--- src/hw/rtl/dpht_pkg.sv ---
// Shared types and codes for the depth-preferred hash table core.
// No dependencies; imported by the controller, datapath and top level.
package dpht_pkg;

   localparam int KeyWidth   = 64;
   localparam int DepthWidth = 7;
   localparam int ScoreWidth = 16;
   localparam int BoundWidth = 2;
   localparam int MoveWidth  = 8;
   localparam int HitsWidth  = 32;

   // action codes
   localparam logic [1:0] ACT_PROBE = 2'd0;
   localparam logic [1:0] ACT_STORE = 2'd1;
   localparam logic [1:0] ACT_CLEAR = 2'd2;

   typedef enum logic [1:0] {
      ST_INIT,
      ST_IDLE,
      ST_WIPE,
      ST_EVAL
   } state_type;

   // one table slot as held in memory
   typedef struct packed {
      logic                         valid;
      logic [KeyWidth-1:0]          key;
      logic [DepthWidth-1:0]        depth;
      logic signed [ScoreWidth-1:0] score;
      logic [BoundWidth-1:0]        bound;
      logic signed [MoveWidth-1:0]  move;
   } slot_type;

   typedef struct packed {
      logic accept;      // latch request and read its slot
      logic sweep;       // invalidate slot at sweep pointer, advance it
      logic commit;      // evaluate, update slot/counter, load result
      logic clear_hits;  // zero the hit counter
   } cmd_type;

   typedef struct packed {
      logic sweep_last;  // sweep pointer is at the last slot
      logic out_busy;    // result register holds an untaken beat
   } status_type;

endpackage

--- src/hw/rtl/dpht_ctrl.sv ---
// Controller state machine for the depth-preferred hash table core.
// Depends on dpht_pkg; drives dpht_datapath through cmd_type/status_type.
module dpht_ctrl
   import dpht_pkg::*;
(
   input  logic       clock,
   input  logic       reset,
   input  logic       req_valid,
   input  logic [1:0] req_action,
   output logic       req_ready,
   output cmd_type    cmd,
   input  status_type status
);

   state_type state_ff;
   state_type state_in;

   always_ff @(posedge clock) begin
      if (reset) begin
         state_ff <= ST_INIT;
      end else begin
         state_ff <= state_in;
      end
   end

   always_comb begin
      state_in  = state_ff;
      req_ready = 1'b0;
      cmd       = '0;
      case (state_ff)
         ST_INIT: begin
            cmd.sweep = 1'b1;
            if (status.sweep_last) begin
               state_in = ST_IDLE;
            end
         end
         ST_IDLE: begin
            req_ready = 1'b1;
            if (req_valid) begin
               cmd.accept = 1'b1;
               if (req_action == ACT_CLEAR) begin
                  cmd.clear_hits = 1'b1;
                  state_in       = ST_WIPE;
               end else begin
                  state_in = ST_EVAL;
               end
            end
         end
         ST_WIPE: begin
            cmd.sweep = 1'b1;
            if (status.sweep_last) begin
               state_in = ST_EVAL;
            end
         end
         ST_EVAL: begin
            // wait for the result register before touching the table
            if (!status.out_busy) begin
               cmd.commit = 1'b1;
               state_in   = ST_IDLE;
            end
         end
         default: begin
            state_in = ST_INIT;
         end
      endcase
   end

endmodule

--- config.mk ---
export PLATFORM = sky130hd
export DESIGN_NAME = dpht_ctrl
export DESIGN_NICKNAME = d
export VERILOG_FILES = /design/src/hw/rtl/dpht_pkg.sv /design/src/hw/rtl/dpht_ctrl.sv
export SDC_FILE = /design/constraint.sdc
export NUM_CORES = 1
export LEC_CHECK = 0
export ABC_CLOCK_PERIOD_IN_PS = 1300
export BUFFER_PORTS_ARGS = -buffer_cell sky130_fd_sc_hd__buf_2
export CAP_MARGIN = 20
export CELL_PAD_IN_SITES_DETAIL_PLACEMENT = 1
export CELL_PAD_IN_SITES_GLOBAL_PLACEMENT = 1
export CORE_AREA = 2 2 39 41
export DETAILED_ROUTE_END_ITERATION = 10
export DIE_AREA = 0 0 41 43
export HOLD_SLACK_MARGIN = 0.08
export PLACE_DENSITY = 0.6
export SLEW_MARGIN = 20
export SYNTH_ARGS = -nofsm -noshare
export SYNTH_HDL_FRONTEND = slang
export SYNTH_SLANG_ARGS = --single-unit
--- constraint.sdc ---
create_clock -name clock -period 1.3 [get_ports clock]
set_input_delay 0.13 -clock clock [delete_from_list [all_inputs] [get_ports clock]]
set_output_delay 0.13 -clock clock [all_outputs]
set_load 0.05 [all_outputs]
==> metrics <==
Most used DFF post-synth dfxtp_1; final setup violation count 1; Final Hold Violating Endpoints 0; Rows 14; first-pass GRT wire length 972 µm; CTS Buffer Depth 2; distinct cell type count after synthesis 17; Slew @ Worst Pin 0.2479 ns; Clk pin slew, worst setup/hold paths ~0.030 ns; IO Count 12; TritonCTS Buffers 3; antenna violations before repair 0; number of global-route vias before repair 277; Vias 260; Crit Path Category reg -> out; Static Leak ~0.20 nW; CP endpoint kind output port; time the worst path needs with I/O delays and setup 1.315 ns; synthesis-to-layout area growth 106.7%; Synth Net Count 40; total grt overflow 0; diode count 0; clk_lat worst skew 0.22 ns; Top reg by flops state_ff; switching pwr 0.0006110 W; Seq pwr share 11.0%; Tcrit/Tclk final 101.2%; Post-synth EDFFs 0; Slowest-stage cell, CP dfxtp_2; count leader, synth ha_1; H-tree depth 1; RSZ-0062 raised after global routing yes; Worst Path Max Fanout 4; Worst Hold Class in -> reg; clk root buf clkbuf_4; Max IR drop VDD 0.8436 mV; largest cells by area after synthesis ha_1 (31%), dfxtp_1 (16%), o21bai_4 (7.7%), a211oi_2 (5.2%), nand2b_1 (5.2%); average size of a mapped cell 8.990 µm²; Critical Path AT around 1.2 ns; failing checks setup timing; max reg flops 2; f_max 760.4 MHz; DR WL met3 around 38 µm; share of cells above drive strength 1 75.56%; CP Buf/Inv Count 2; wire per inst 9.967 µm; Worst EP required 1.17 ns; combinational power share about four fifths; clock sinks 2; Yosys reg bits 2; chip height 43 µm; Setup WS post-layout -0.01505 ns; Switching Fraction 47.70%; Die Width between 40 and 50 µm; CP delay by family, top flip-flops; Worst slew margin 83.59%; Initial DRT Pass Iterations 2; Mapped Area 242.7 µm²; Synth Instances 27; status finished with violations; Core ar. roughly 1400 µm²; register area share after synthesis 16.49%; DRT met1 WL 255 µm; P_int 0.0006699 W; GPL Wtd Cong 0.6634; post-synth top area share 30.93%; final slew viol count 0; critical-path cell list inv_4, ha_4, or2_4, buf_8; Worst setup SP type flop; largest net degree at the start of global routing 5; port buffer count 11; hold_ws roughly 0.34 ns; GRT Overall Usage just under 8%; post-route ant nets 0; post-layout util 36.26%; Starting DRT DRC Count 3; CTS tree built; vias per inst 4.262; drt drc 0; max cap viols 0; Final nets 60; Yosys warning count 0; total wire length 608 µm; Synth async-reset ratio 0%; pwr/cell area 2553 nW/µm²; clock network power share 10.5%; biggest regs state_ff (2); Starting Density approximately 18%; Total Die Area 1763 µm²; Post-DP HPWL ~480 µm; Critical Path Max Stage Delay 0.35 ns; Synth area leader ha_1; clk_skew between 0.001 and 0.0015 ns; DR WL met2 314 µm; highest routed metal layer met3
## worst reg2reg max path: cells and delay by family, from the launching register on
| kind | cells | cell delay, ns |
|---|---|---|
| compound gates | 3 | 0.44 |
| flops | 1 | 0.35 |
| buf+inv | 2 | 0.20 |
| fa+ha+maj | 1 | 0.16 |
## layout by cell type (no fill, tap or decap), drive strengths merged
cell | Yosys | final
a211oi | 1 | 1
a21oi | 2 | 2
a31o | 1 | 1
a31oi | 1 | 1
and2 | 1 | 1
and3 | 1 | 1
buf | 0 | 14
clkbuf | 0 | 3
dfxtp | 2 | 2
dlygate4sd3 | 0 | 1
ha | 6 | 6
inv | 2 | 2
nand2 | 2 | 2
nand2b | 3 | 3
nand4 | 1 | 1
nor2 | 1 | 1
nor2b | 1 | 1
o21bai | 1 | 1
or2 | 1 | 1
## cells by family after synthesis
| group | Yosys count | synth area share, % |
|---|---|---|
| adder cells (fa/ha/maj) | 6 | 30.93 |
| AND/OR/NAND/NOR | 11 | 26.30 |
| AO/OA/AOI/OAI | 6 | 23.20 |
| flip-flops | 2 | 16.50 |
| buffers and inverters | 2 | 3.094 |
## per-stage QoR
stage	TNS [ns]	total power, W	instance area, µm²	setup WS [ns]	cells
after floorplan	-0.01827	0.0006686	255.2	-0.01827	27
after global routing	-0.1312	0.001388	501.7	-0.05593	61
final	-0.01505	0.001281	501.7	-0.01505	61
after detailed placement	0	0.0008277	345.3	0.03313	56
after CTS	-0.04874	0.001187	447.9	-0.02273	60
after global placement	0	0.0008215	345.3	0.04340	56
## worst paths after layout
check	from	to	slack [ns]	cells past startpoint
worst max register to register	state_ff[1]	state_ff[0]	0.07	6
worst min-delay path	status[0]	state_ff[1]	0.34	4
worst min register to register	state_ff[1]	state_ff[1]	0.63	3
worst max-delay path	state_ff[1]	cmd[2]	-0.02	4
## power by group through the flow
stage / Clock (W) / Combinational (W) / Sequential (W)
final: 0.000134 / 0.00101 / 0.000141
after global routing: 0.000150 / 0.00109 / 0.000145
after CTS: 0.000143 / 0.000923 / 0.000121
after detailed placement: 0 / 0.000720 / 0.000108
after global placement: 0 / 0.000716 / 0.000105
after floorplan: 0 / 0.000548 / 0.000121
## routing by layer
| layer | up-vias | GRT usage, % |
|---|---|---|
| met5 | - | 0 |
| met4 | 0 | 4.000 |
| met3 | 0 | 3.141 |
| met2 | 9 | 12.81 |
| met1 | 121 | 8.307 |
| li1 | 130 | - |
## final cells by class
class	count	area (µm²)
Multi-Input combinational cell	23	270.3
Sequential cell	2	45.04
Tap cell	16	20.02
Fill cell	163	882.1
Clock buffer	3	22.52
Inverter	2	12.51
Timing Repair Buffer	15	131.4
## repair_timing
action	in CTS	in global routing
pin swaps	1	2
buffers inserted	0	1
endpoints found under the hold margin	1	0
gates cloned	0	0
resized for setup	22	10
endpoints found under the setup margin	4	5
hold buffers	1	0
Note: power is estimated with default switching activity, not from simulation.
